File: src/hw/rtl/lpm_pkg.sv
`default_nettype none

package lpm_pkg;

	// field widths fixed by the interface
	localparam int IP_W       = 32;
	localparam int PORT_W     = 4;
	localparam int PORT_EXT_W = 8;
	localparam int STATUS_W   = 2;

	// default sizing
	localparam int TABLE_DEPTH_DEF = 64;
	localparam int PORT_BITS_DEF   = 4;

	typedef enum logic [1:0] {
		OP_CLEAR  = 2'd0,
		OP_APPEND = 2'd1,
		OP_LOOKUP = 2'd2,
		OP_NOP    = 2'd3
	} opcode_t;

	localparam logic [STATUS_W-1:0] ST_OK   = 2'd0;
	localparam logic [STATUS_W-1:0] ST_MISS = 2'd1;
	localparam logic [STATUS_W-1:0] ST_FULL = 2'd2;

	typedef enum logic [1:0] {
		S_IDLE,
		S_SCAN,
		S_DRAIN,
		S_FINISH
	} fsm_t;

	// scan control from the sequencer to the best-match tracker
	typedef struct packed {
		logic init;
		logic check;
	} scan_ctl_t;

endpackage

`default_nettype wire

File: src/hw/rtl/lpm_best_sel.sv
`default_nettype none

module lpm_best_sel import lpm_pkg::*; #(
	parameter int PORT_BITS = PORT_BITS_DEF
) (
	input  wire logic                 clk,
	input  wire logic                 arst_n,
	input  wire scan_ctl_t            ctl,
	input  wire logic [IP_W-1:0]      dest,
	input  wire logic [IP_W-1:0]      e_prefix,
	input  wire logic [IP_W-1:0]      e_mask,
	input  wire logic [IP_W-1:0]      e_hop,
	input  wire logic [PORT_BITS-1:0] e_port,
	output logic                      found,
	output logic [IP_W-1:0]           best_mask,
	output logic [IP_W-1:0]           best_hop,
	output logic [PORT_BITS-1:0]      best_port
);

	logic                 found_q;
	logic [IP_W-1:0]      mask_q;
	logic [IP_W-1:0]      hop_q;
	logic [PORT_BITS-1:0] port_q;
	logic                 match;
	logic                 take;

	// match and strictly longer mask keeps the earliest entry on ties
	always_comb begin
		match = ((dest & e_mask) == e_prefix);
		take  = ctl.check && match && (!found_q || (e_mask > mask_q));
	end

	always_ff @(posedge clk or negedge arst_n) begin
		if (!arst_n) begin
			found_q <= 1'b0;
		end else if (ctl.init) begin
			found_q <= 1'b0;
		end else if (take) begin
			found_q <= 1'b1;
		end
	end

	// best entry payload
	always_ff @(posedge clk) begin
		if (take) begin
			mask_q <= e_mask;
			hop_q  <= e_hop;
			port_q <= e_port;
		end
	end

	assign found     = found_q;
	assign best_mask = mask_q;
	assign best_hop  = hop_q;
	assign best_port = port_q;

endmodule

`default_nettype wire

File: config.mk
export PLATFORM = sky130hd
export DESIGN_NAME = lpm_best_sel
export DESIGN_NICKNAME = d
export VERILOG_FILES = /design/src/hw/rtl/lpm_pkg.sv /design/src/hw/rtl/lpm_best_sel.sv
export SDC_FILE = /design/constraint.sdc
export NUM_CORES = 1
export LEC_CHECK = 0
export BUFFER_PORTS_ARGS = -buffer_cell sky130_fd_sc_hd__buf_2
export CORE_MARGIN = 2
export CORE_UTILIZATION = 45
export CTS_CLUSTER_DIAMETER = 200
export DETAILED_ROUTE_END_ITERATION = 12
export PLACE_DENSITY = 0.81
export SLEW_MARGIN = 10
export SYNTH_ARGS = -nofsm -noshare
export SYNTH_HDL_FRONTEND = slang
export SYNTH_SLANG_ARGS = --single-unit
File: constraint.sdc
create_clock -name clk -period 10.45 [get_ports clk]
set_input_delay 1.045 -clock clk [delete_from_list [all_inputs] [get_ports clk]]
set_output_delay 1.045 -clock clk [all_outputs]
set_load 0.02 [all_outputs]
After elaboration in Yosys (flattened, before gate mapping) --
Cells that the tools add are included.
Storage, ports and cells: output and inout port bits 69, bits of input ports 136, RAM bits 0, memories 0, word-level logic and storage cells 14, bits in latches 0, memory bits (read-only) 0, bits in registers 69
Cells by class: add/sub/neg operators 0, div/mod/pow operators 0, bitwise gates (word level) 1, order comparisons 1, shift operators 0, equal/unequal tests 1, reductions and logical operators 5, $mul 0, mux-type cells 2
Operators by type and width (count):
- $and 32x32->32 | 1
- $eq 32x32->1 | 1
- $gt 32x32->1 | 1
- $logic_and 1x1->1 | 2
- $mux 1 | 2
- $reduce_bool 2->1 | 1
- $logic_not 1->1 | 1
- $logic_or 1x1->1 | 1

Logic depth before layout (Yosys ltp) --
Gate-level depths: netlist of run 1.
depth in word-level cells 6, mapped depth 7, depth with buffers taken out 7

Worst setup path after synthesis of run 1 --
No wires, ideal clock.
kind in2reg, from in e_mask[14], to reg hop_q[0] (netlist: best_hop[0]), enable pin, library setup time 0.703 ns, cell stages on the path 6, arrival 9.413 ns, required time 9.747 ns, path slack 0.334 ns, buffers on the path 0, path through ha_1 > nand4_1 > nor4_1 > a21boi_1 > o31ai_1 > a2111oi_1
On the way: longest elaborated chain between the ends 4, elaborated cells on any way between the ends 6, classes of those cells order compare (1); eq/ne (1); bitwise (1); reduce/logical (3)
Ends and longest elaborated chain:
- from (decl) | RTL line lpm_best_sel.sv:11 | input wire logic [IP_W-1:0] e_mask,
- branches (longest 3 deep; another with $gt 32x32->1)
- $logic_and 1x1->1 * | RTL line lpm_best_sel.sv:30 | take = ctl.check && match && (!found_q || (e_mask > mask_q));
- net take | RTL line lpm_best_sel.sv:25 | logic take;
- to (signal assigned) | RTL line lpm_best_sel.sv:47 | hop_q <= e_hop;
- to (decl) | RTL line lpm_best_sel.sv:22 | logic [IP_W-1:0] hop_q;
Mark *: on every way through the listed nets, which the timed path passes. A chain may end at the register's enable or synchronous reset.

Worst setup path after layout of run 1 --
from in e_mask[14], to reg mask_q[31] (netlist: best_mask[31]), enable pin
On the way: longest elaborated chain between the ends 4, elaborated cells on any way between the ends 6, classes of those cells order compare (1); eq/ne (1); bitwise (1); reduce/logical (3)
Ends and longest elaborated chain:
- branches (longest 3 deep; another with $gt 32x32->1)
- $logic_and 1x1->1 * | RTL line lpm_best_sel.sv:30
- net take | RTL line lpm_best_sel.sv:25
- to (signal assigned) | RTL line lpm_best_sel.sv:46 | mask_q <= e_mask;
- to (decl) | RTL line lpm_best_sel.sv:21 | logic [IP_W-1:0] mask_q;
Marked as above.

==> results.md, run 1 <==
* P per Cell Area at about 120 mW/mm^2
* Fmax achieved at about 0.24 GHz
* Part of the Yosys area used for sequential elements at between 50% and 60%
* Yosys top cell area share at between 50% and 60%
* Leak pwr at 0.00236 uW
* Worst-skew pair later-pin latency at around 0.34 ns
* PnR worst setup slack at approximately 6.3 ns
* Area grow syn2layout at 37.7%
* Initial antenna violation count at 1
* Largest net degree at the start of global routing at 62
* Clk root buf: clkbuf_8
* Clock period minus worst slack at about 4.1 ns
* Tightest Pin Transition at 1.10 ns
* GRT Resource Usage Total at between 20% and 30%
* Relative slew slack at between 20% and 30%
* Drt pass-1 iters at 4
* Port buffer count at 204
* Post-DP Area at a little under 0.005 sq mm
* Syn_area_per_cell at about 12 sq um
* H-Tree Level Count at 3
* Ys Warns at 0
* Pre-CTS setup slack at 6.08 ns
* Register bit total from synthesis at between 60 and 70
* Die area at about 0.009 sq mm
* IO Pins at a little over 200
* DRC violations left at 0
* Max IR drop VDD at ~0.000067 V
* Vias per Instance at between 5 and 6
* Clk pwr share at about two fifths
* First DRT Iteration DRCs at about 130
* Startpoint types: input pin
* Top cells by area, synth: edfxtp_1 (56%), ha_1 (11%), inv_1 (3.3%)
* DIE WIDTH at ~94 um
* Int Pwr at approximately 470 uW
* Worst Path Required at around 10 ns
* Final HPWL DP at about 9 mm
* Final Hold Fails at 0
* Post-CTS resize count at 0
* Mapped Cells at 293
* CP Capture Type: register
* Status: completed
* Cells on worst reg2reg path at 8
* Core ar. at around 0.008 sq mm
* Final setup vio count at 0
* Crit path max fanout at 61
* CP Data Arrival Time at between 4 and 5 ns
* Num CTS Buffers at 9
* Ratio of cells with drive above 1 in the final layout at 44.7%
* Sink Count at between 60 and 70
* Vias in the first global route at 3,247
* Cell variety after synth at 48
* CTS tree: done
* Worst setup path category: in2reg
* RSZ-0062 raised after global routing: no
* FP Rows at 32
* Gr ovfl total at 0
* Worst min-delay path class: in2async
* Final Slew Violations at 0
* Combinational Power Share at 11.7%
* Hold buffers post-CTS at 0
* WL/cell at between 15 and 20 um
* Post-synth top area cell: edfxtp_1
* R2r endpoint: best_mask[31]
* Mapped Area at between 0.003 and 0.004 sq mm
* FF-to-FF setup slack at roughly 6.8 ns
* Post-CTS Setup Bufs at 0
* Placed Instances at 600
* Detailed-route via count at ~3,300
* Worst hold margin at 0.477 ns
* Max cap viols at 0
* Number of flops mapped to enable cells by yosys at 68
* Layout Cells excl Fill at roughly 620
* ANT nets after route at 0
* Initial Util at around 47%
* Clock Skews at between 0.01 and 0.015 ns
* Final instance area at around 0.0050 sq mm
* First-pass GRT wire length at around 16 mm
* Switching pwr at 138 uW
* Clk pin slew, worst setup/hold paths at around 0.070 ns
* Clk buf depth at 2
* RR Startpoint: best_mask[14]
* Sw frac at a little under a quarter
* Synth Net Count at 461
* Overall routed net length at 10.9 mm
* Fillers at 655
* Die Y at approximately 94 um
* Setup TNS at 0 ns
* Layout net count at a little under 700
* Ys flop type: edfxtp_1
* RD Place Congestion at ~0.85
* Final period util at between 30% and 40%
* Seq pwr share at 49.6%
* Asr flop ratio synth at under 10%
==> area by class of cell <==
type                            count  area, sq um  area share (%)
Multi-Input combinational cell    192         1480            29.3
Sequential cell                    69         2070            41.0
Tap cell                          102          128            2.53
Antenna cell                        1         2.50          0.0497
Clock buffer                       10          128            2.53
Timing Repair Buffer              205         1030            20.4
Clock inverter                      6         87.6            1.74
Inverter                           32          120            2.39
==> cells in the final DEF, fill, tap and decap left out, types with 5 or more instances in the layout <==
| master | synthesis | final |
|---|---|---|
| clkbuf_8 | 0 | 9 |
| ha_1 | 32 | 32 |
| nand4_1 | 10 | 10 |
| a21o_1 | 6 | 6 |
| o22ai_1 | 6 | 6 |
| and4_1 | 5 | 5 |
| inv_1 | 32 | 32 |
| and3_1 | 10 | 10 |
| a21oi_1 | 23 | 23 |
| buf_2 | 0 | 204 |
| nand2_1 | 18 | 18 |
| nor2_1 | 7 | 7 |
| edfxtp_1 | 68 | 68 |
| nand3_1 | 8 | 8 |
==> routing by layer <==
metal,wire length [um],GRT usage (%)
met1,4250,27.9
met2,5610,42.8
met3,819,7.22
met4,193,7.13
met5,0,0
==> worst max-delay path by stage <==
| stage | from | to |
|---|---|---|
| 3_5_place_dp | e_mask[14] | best_hop[4] |
| 4_1_cts | e_mask[14] | best_mask[24] |
| 5_1_grt | e_mask[14] | best_hop[3] |
| 6_report | e_mask[14] | best_mask[31] |
| 3_3_place_gp | e_mask[14] | best_hop[28] |
| 2_1_floorplan | e_mask[14] | best_hop[0] |
==> cells in the mapped netlist, types with 4 or more instances <==
master / count
a211oi_1: 4
a21bo_2: 4
a21o_1: 6
a21oi_1: 23
and3_1: 10
and3b_1: 4
and4_1: 5
edfxtp_1: 68
ha_1: 32
inv_1: 32
nand2_1: 18
nand3_1: 8
nand3b_1: 4
nand4_1: 10
nor2_1: 7
o21ai_0: 4
o22ai_1: 6
xnor2_1: 4
==> critical path: stages <==
cell	delay, ns
buf_2	0.12
ha_1	0.32
nand4_1	0.16
nor4_1	0.35
a21boi_1	0.20
o31ai_1	0.10
a2111oi_2	0.94
buf_4	0.76
==> sequential cells by signal (all words and copies together) (netlist names) <==
register / count
found: 1
best_mask: 32
best_port: 4
best_hop: 32
==> metrics by stage <==
step	power (uW)	utilization, %
after floorplan	339	-
after global placement	378	61.7
after detailed placement	380	61.7
after CTS	613	64.5
after global routing	631	64.5
final	611	64.5
==> cell families after synthesis <==
logic type                 Yosys count  synth area share [%]
AOI/OAI and AO/OA                   70                  14.0
DFF                                 69                  56.5
and+or+nand+nor                     86                  14.3
adders and majority gates           32                  10.9
xor gates and xnor gates             4                 0.958
buffers and inverters               32                  3.28
==> power by group through the flow <==
| stage | combinational [uW] | sequential, uW | clock, uW |
|---|---|---|---|
| after floorplan | 29.0 | 310 | 0 |
| after global placement | 68.2 | 310 | 0 |
| final | 71.5 | 303 | 236 |
| after CTS | 71.3 | 303 | 238 |
| after detailed placement | 70.8 | 310 | 0 |
| after global routing | 78.9 | 303 | 249 |
(Power assumes the default switching activity.)
==> run 2, diff against run 1 <==
--- a/config.mk
+++ b/config.mk
@@ -5,6 +5,7 @@
 export SDC_FILE = /design/constraint.sdc
 export NUM_CORES = 1
 export LEC_CHECK = 0
+export ABC_AREA = 1
 export BUFFER_PORTS_ARGS = -buffer_cell sky130_fd_sc_hd__buf_2
 export CORE_MARGIN = 2
 export CORE_UTILIZATION = 45
==> constraint.sdc (replaced) <==
create_clock -name clk -period 3.8 [get_ports clk]
set_input_delay 0.38 -clock clk [delete_from_list [all_inputs] [get_ports clk]]
set_output_delay 0.38 -clock clk [all_outputs]
set_load 0.02 [all_outputs]
==> run 2 against run 1 <==
Clock power grew to 2.9 times the previous value. Clock skew about the same. Clock-buffer cell count down 1. Power rose to 2.8 times the previous value. First-iteration DRC count up 82%. Sequential share of layout area down 0.89 points. Worst setup slack got worse by 5.3 ns. Global-route usage is 0.42 points lower. Critical path type is now reg2reg. Highest routed layer unchanged.
==> results.md, run 2 <==
* Status: completed
* Final period util at 71.9%
* CP Data Arrival Time at 2.77 ns
* PnR worst setup slack at 1.07 ns
* Relative slew slack at a little under two thirds
* Vias in the first global route at between 3,000 and 4,000
* P per Cell Area at roughly 330 mW/mm^2
* Final Slew Violations at 0
* Top post-synthesis cells by count: nand2_1 (110), edfxtp_1 (68), inv_1 (45)
* Pre-CTS setup slack at 1.03 ns
* Port buffer count at 204
* RR Startpoint: best_mask[11]
* Final setup vio count at 0
* RSZ-0062 raised after global routing: no
* Clock Skews at roughly 0.012 ns
* First DRT Iteration DRCs at around 230
* Worst setup path category: reg2reg
* Initial Util at between 40% and 50%
* FP Rows at 33
* Initial antenna violation count at 1
* DIE WIDTH at 95.0 um
* Post-synth top area cell: edfxtp_1
* R2r endpoint: best_hop[16]
* RD Place Congestion at between 0.9 and 1
* Post-CTS Setup Bufs at 0
* Die Y at about 95 um
* Yosys top cell area share at between 50% and 60%
* WHS Path Cells at 2
* Worst hold margin at 0.173 ns
* Detailed-route via count at around 3,500
* Tightest Pin Transition at 0.539 ns
* Vias per Instance at roughly 4.9
* Max IR drop VDD at about 0.00017 V
* Ys Warns at 0
* CTS tree: done
* Startpoint types: register
* Most numerous cell in the Yosys netlist: nand2_1
* WL/cell at between 10 and 15 um
* Top cells by area, synth: edfxtp_1 (55%), nand2_1 (11%), ha_1 (11%)
* Clk root buf: clkbuf_8
* GRT Resource Usage Total at approximately a quarter
* Num CTS Buffers at 9
* Worst-skew pair later-pin latency at 0.35 ns
* Drt pass-1 iters at 4
* Crit path capture: best_hop[16]
* Asr flop ratio synth at 1.45%
* CP startpoint: best_mask[11]
* Mapped Area at about 0.0037 sq mm
* Sink Count at between 60 and 70
* Part of the Yosys area used for sequential elements at 55.4%
* FF-to-FF setup slack at 1.07 ns
* Fmax achieved at 0.366 GHz
* IO Pins at 205
* Core ar. at about 0.0081 sq mm
* Die area at approximately 0.009 sq mm
* Register bit total from synthesis at 69
* First-pass GRT wire length at ~16 mm
* Layout net count at approximately 760
* CP Capture Type: register
* Final HPWL DP at a little under 9 mm
* Clock period minus worst slack at ~2.7 ns
* Cell variety after synth at 27
* ANT nets after route at 0
* Gr ovfl total at 0
* Most frequent cells in the layout: buf_2 (204), nand2_1 (110), edfxtp_1 (68)
* Synth Net Count at about 550
* Overall routed net length at ~10 mm
* Crit path max fanout at 44
* Clk buf depth at 2
* Area grow syn2layout at 38.1%
* Worst min-delay path class: in2reg
* Number of flops mapped to enable cells by yosys at 68
* Max cap viols at 0
* Mapped Cells at 378
* Clk pin slew, worst setup/hold paths at 0.08 ns
* Largest net degree at the start of global routing at 45
* Leak pwr at roughly 0.0025 uW
* Commonest non-fill, non-tap cell in the layout: buf_2
* Syn_area_per_cell at 9.86 sq um
* Worst Path Required at about 3.8 ns
* Cells on worst reg2reg path at 11
* Setup TNS at 0 ns
* Post-CTS resize count at 0
* Ratio of cells with drive above 1 in the final layout at between 30% and 40%
* Ys flop type: edfxtp_1
* Ant diodes at 0
* Final Hold Fails at 0
* DRC violations left at 0
* H-Tree Level Count at 3
==> run 2: cell types whose count changed in the layout (fill, tap and decap cells not counted), sizes merged, moves of 8 or more <==
cell   before  now
a21oi      23   15
xor2        0    8
inv        32   48
and3       11    0
or2         0   13
nand2      18  112
nor2        7   35
==> run 2: worst min-delay path by stage <==
| stage | slack (ns) | start | endpoint |
|---|---|---|---|
| after CTS | 0.16 | ctl[1] | found |
| after detailed placement | 0.16 | arst_n | found |
| after global placement | 0.16 | arst_n | found |
| final | 0.17 | ctl[1] | found |
| after floorplan | 0.08 | arst_n | found |
| after global routing | 0.17 | ctl[1] | found |
==> run 2: worst max-delay path: stages, from the launching register on <==
cell and delay [ns]:
edfxtp_1 0.37, inv_1 0.05, ha_1 0.30, nand4_1 0.14
nor3_1 0.40, nand2_1 0.10, nand2_1 0.07, nand2_1 0.04
nand2_1 0.05, nand2_1 0.08, a21oi_4 0.46, buf_12 0.31
==> run 2: layout make-up <==
class	count	area [sq um]
clock buffers	9	124
clock inverters	7	97.6
fillers	699	2990
inverters	47	176
multi-input cells	262	1490
flip-flops and latches	69	2070
well taps	105	131
repair buffers	207	1060
==> run 2: cells by family (layout without fill, tap and decap cells) <==
group / Yosys count / count (layout) / synth area share, %
DFF: 69 / 69 / 55.4
adders and majority gates: 32 / 32 / 10.7
xor gates and xnor gates: 10 / 10 / 2.35
AOI/OAI and AO/OA: 23 / 23 / 3.39
buffers and inverters: 47 / 270 / 4.73
and+or+nand+nor: 197 / 197 / 23.4
==> run 2: metal layers <==
layer / vias up / GRT usage (%) / share of wire, %
met3: 19 / 6.40 / 9.6
met1: 1552 / 29.0 / 39
met4: 0 / 7.61 / 1.8
met5: - / 0 / 0
met2: 167 / 40.5 / 50
li1: 1715 / - / -
==> run 2: per-stage QoR <==
step	util, %	std cells	power, uW	cell area (sq um)
final	63.3	706	1720	5150
after CTS	63.3	706	1730	5150
after global routing	63.3	706	1790	5150
after global placement	60.4	689	1050	4920
after floorplan	-	378	941	3730
after detailed placement	60.4	689	1050	4920
==> run 2: power breakdown <==
part	switching (uW)	total, uW	internal, uW
Clock	309	683	373
Combinational	107	204	96.4
Sequential	0.000000828	834	834
==> run 2: repair_timing <==
action / CTS / global route
hold endpoints to repair: 1 / 0
hold buffers: 1 / 0
endpoints found under the setup margin: 0 / 0
==> run 3, diff against run 2 <==
--- a/config.mk
+++ b/config.mk
@@ -5,7 +5,7 @@
 export SDC_FILE = /design/constraint.sdc
 export NUM_CORES = 1
 export LEC_CHECK = 0
-export ABC_AREA = 1
+export ABC_AREA = 0
 export BUFFER_PORTS_ARGS = -buffer_cell sky130_fd_sc_hd__buf_2
 export CORE_MARGIN = 2
 export CORE_UTILIZATION = 45
==> constraint.sdc (replaced) <==
create_clock -name clk -period 2.8 [get_ports clk]
set_input_delay 0.28 -clock clk [delete_from_list [all_inputs] [get_ports clk]]
set_output_delay 0.28 -clock clk [all_outputs]
set_load 0.02 [all_outputs]
==> run 3 against run 2 <==
Via count decreased by 3.9%. Critical path depth shrank 2. Sequential power up 35%. Power increased by 29%. Critical path type unchanged.
==> results.md, run 3 (synthesis results as in run 1) <==
* Power, Total at ~2200 uW
* Final HPWL DP at approximately 8.6 mm
* Startpoint types: register
* Clk pwr share at between 30% and 40%
* Clock period minus worst slack at about 2.6 ns
* Layout net count at approximately 680
* Sink Count at 69
* Final Hold Fails at 0
* Setup TNS at 0 ns
* Leak pwr at 0.00237 uW
* Worst setup path category: reg2reg
* Initial Util at a little under half
* Int Pwr at about 1700 uW
* Die area at between 0.008 and 0.009 sq mm
* First-pass GRT wire length at 15.7 mm
* RD Place Congestion at roughly 0.93
* H-Tree Level Count at 3
* Final Slew Violations at 0
* RSZ-0062 raised after global routing: no
* Delay-heaviest family, CP: compound AO/OA/AOI/OAI gates
* Area grow syn2layout at 40.1%
* Ratio of cells with drive above 1 in the final layout at between 40% and 50%
* Port buffer count at 204
* P per Cell Area at ~430 mW/mm^2
* FP Rows at 32
* DIE WIDTH at between 90 and 100 um
* Largest net degree at the start of global routing at 69
* Switching pwr at roughly 540 uW
* Gr ovfl total at 0
* Worst Path Required at 2.84 ns
* ANT nets after route at 0
* CP Data Arrival Time at 2.60 ns
* CP peak stage delay at 0.37 ns
* Final period util at between 90% and 100%
* Ant diodes at 0
* Drt pass-1 iters at 5
* Max cap viols at 0
* Sw frac at between 20 and 25%
* Crit path max fanout at 34
* CP Capture Type: register
* Worst-skew pair later-pin latency at 0.34 ns
* WP buf/inv at 3
* Worst min-delay path class: in2reg
* GRT Resource Usage Total at a little under a quarter
* Fmax achieved at 0.391 GHz
* Cells on worst reg2reg path at 9
* First DRT Iteration DRCs at around 110
* R2r endpoint: best_hop[14]
* Die Y at between 90 and 100 um
* Slowest cell on crit path: edfxtp_1
* Clk root buf: clkbuf_8
* Tightest Pin Transition at around 0.42 ns
* Relative slew slack at just over 70%
* CTS tree: done
* Combinational Power Share at a little under an eighth
* Seq pwr share at between 50 and 60%
* WL/cell at 17.2 um
* Vias in the first global route at about 3,200
* Hold worst-path end: best_hop[23]
* FF-to-FF setup slack at ~0.24 ns
* Overall routed net length at 10.7 mm
* Final setup vio count at 0
* DRC violations left at 0
* Clk pin slew, worst setup/hold paths at roughly 0.08 ns
* Initial antenna violation count at 0
* WHS Path Cells at 1
* Core ar. at between 0.007 and 0.008 sq mm
* Num CTS Buffers at 9
* Detailed-route via count at roughly 3,300
* Commonest non-fill, non-tap cell in the layout: buf_2
* Most frequent cells in the layout: buf_2 (204), edfxtp_1 (68), inv_1 (31), ha_1 (31), a21oi_1 (23)
* Vias per Instance at between 5 and 6
* Clk buf depth at 2
* RR Startpoint: best_mask[9]
* Status: completed
* Clock Skews at roughly 0.007 ns
* IO Pins at roughly 210
* Max IR drop VDD at slightly above 0.0002 V
* Hold_sp: e_hop[23]
* Critical path cell sequence: inv_1, ha_1, nand4_1, nor4_2, a21boi_2, o31ai_2, a2111oi_4, buf_4, buf_12
run 3: cell count changes in the layout (fill, tap and decap cells not counted), moves of 6 or more:
cell / change
nand2_1: -92
nor2_1: -27
inv_1: -14
and3_1: +10
a21oi_1: +9
or2_1: -8
xor2_1: -8
nand4_1: -6
o22ai_1: +6
run 3: worst max path at each step:
stage                        from  slack [ns]  depth (start not counted)      endpoint
floorplan           best_mask[11]       -1.54                          7   best_hop[0]
global placement       e_mask[10]        0.20                          8   best_hop[6]
detailed placement     e_mask[10]        0.07                          8  best_hop[24]
CTS                 best_mask[10]        0.08                          8  best_hop[24]
global route        best_mask[10]        0.13                          9  best_hop[14]
finish               best_mask[9]        0.24                          9  best_hop[14]
run 3: layout make-up:
cell class / count / area [sq um]
Inverter: 32 / 120
Fill cell: 650 / 2690
Multi-Input combinational cell: 192 / 1520
Tap cell: 102 / 128
Sequential cell: 69 / 2070
Timing Repair Buffer: 209 / 1090
Clock buffer: 9 / 124
Clock inverter: 7 / 73.8
run 3: worst register-to-register path: stages (launching register included):
cell and delay (ns):
edfxtp_1 0.37, inv_1 0.05, ha_1 0.29, nand4_1 0.15, nor4_2 0.32, a21boi_2 0.22
o31ai_2 0.10, a2111oi_4 0.29, buf_4 0.21, buf_12 0.24
run 3: layer usage:
metal	GRT usage (%)	vias up	share of wire [%]
li1	-	1588	-
met1	28.5	1552	41
met2	40.4	162	49
met3	6.42	18	8.2
met4	6.64	0	1.8
met5	0	-	0
run 3: metrics by stage:
stage          setup WS (ns)  area [sq um]  std cells  utilization, %  hold slack, ns
3_5_place_dp          0.0653          4860        600            62.3          0.0747
6_report               0.240          5120        620            65.6           0.105
2_1_floorplan          -1.54          3700        293               -         -0.0156
3_3_place_gp           0.200          4860        600            62.3          0.0745
5_1_grt                0.126          5120        620            65.6          0.0921
4_1_cts               0.0776          5070        617            65.0          0.0950
run 3: power by group through the flow:
stage	clock [uW]	combinational, uW	sequential [uW]
after floorplan	0	109	1160
after global placement	0	255	1160
after detailed placement	0	264	1160
after CTS	839	267	1130
after global routing	882	297	1130
final	822	267	1130
run 3: what timing repair did:
action | CTS | global route
endpoints found under the setup margin | 0 | 68
buffers inserted | 0 | 1
endpoints found under the hold margin | 1 | 0
resized for setup | 0 | 5
hold buffers | 1 | 0
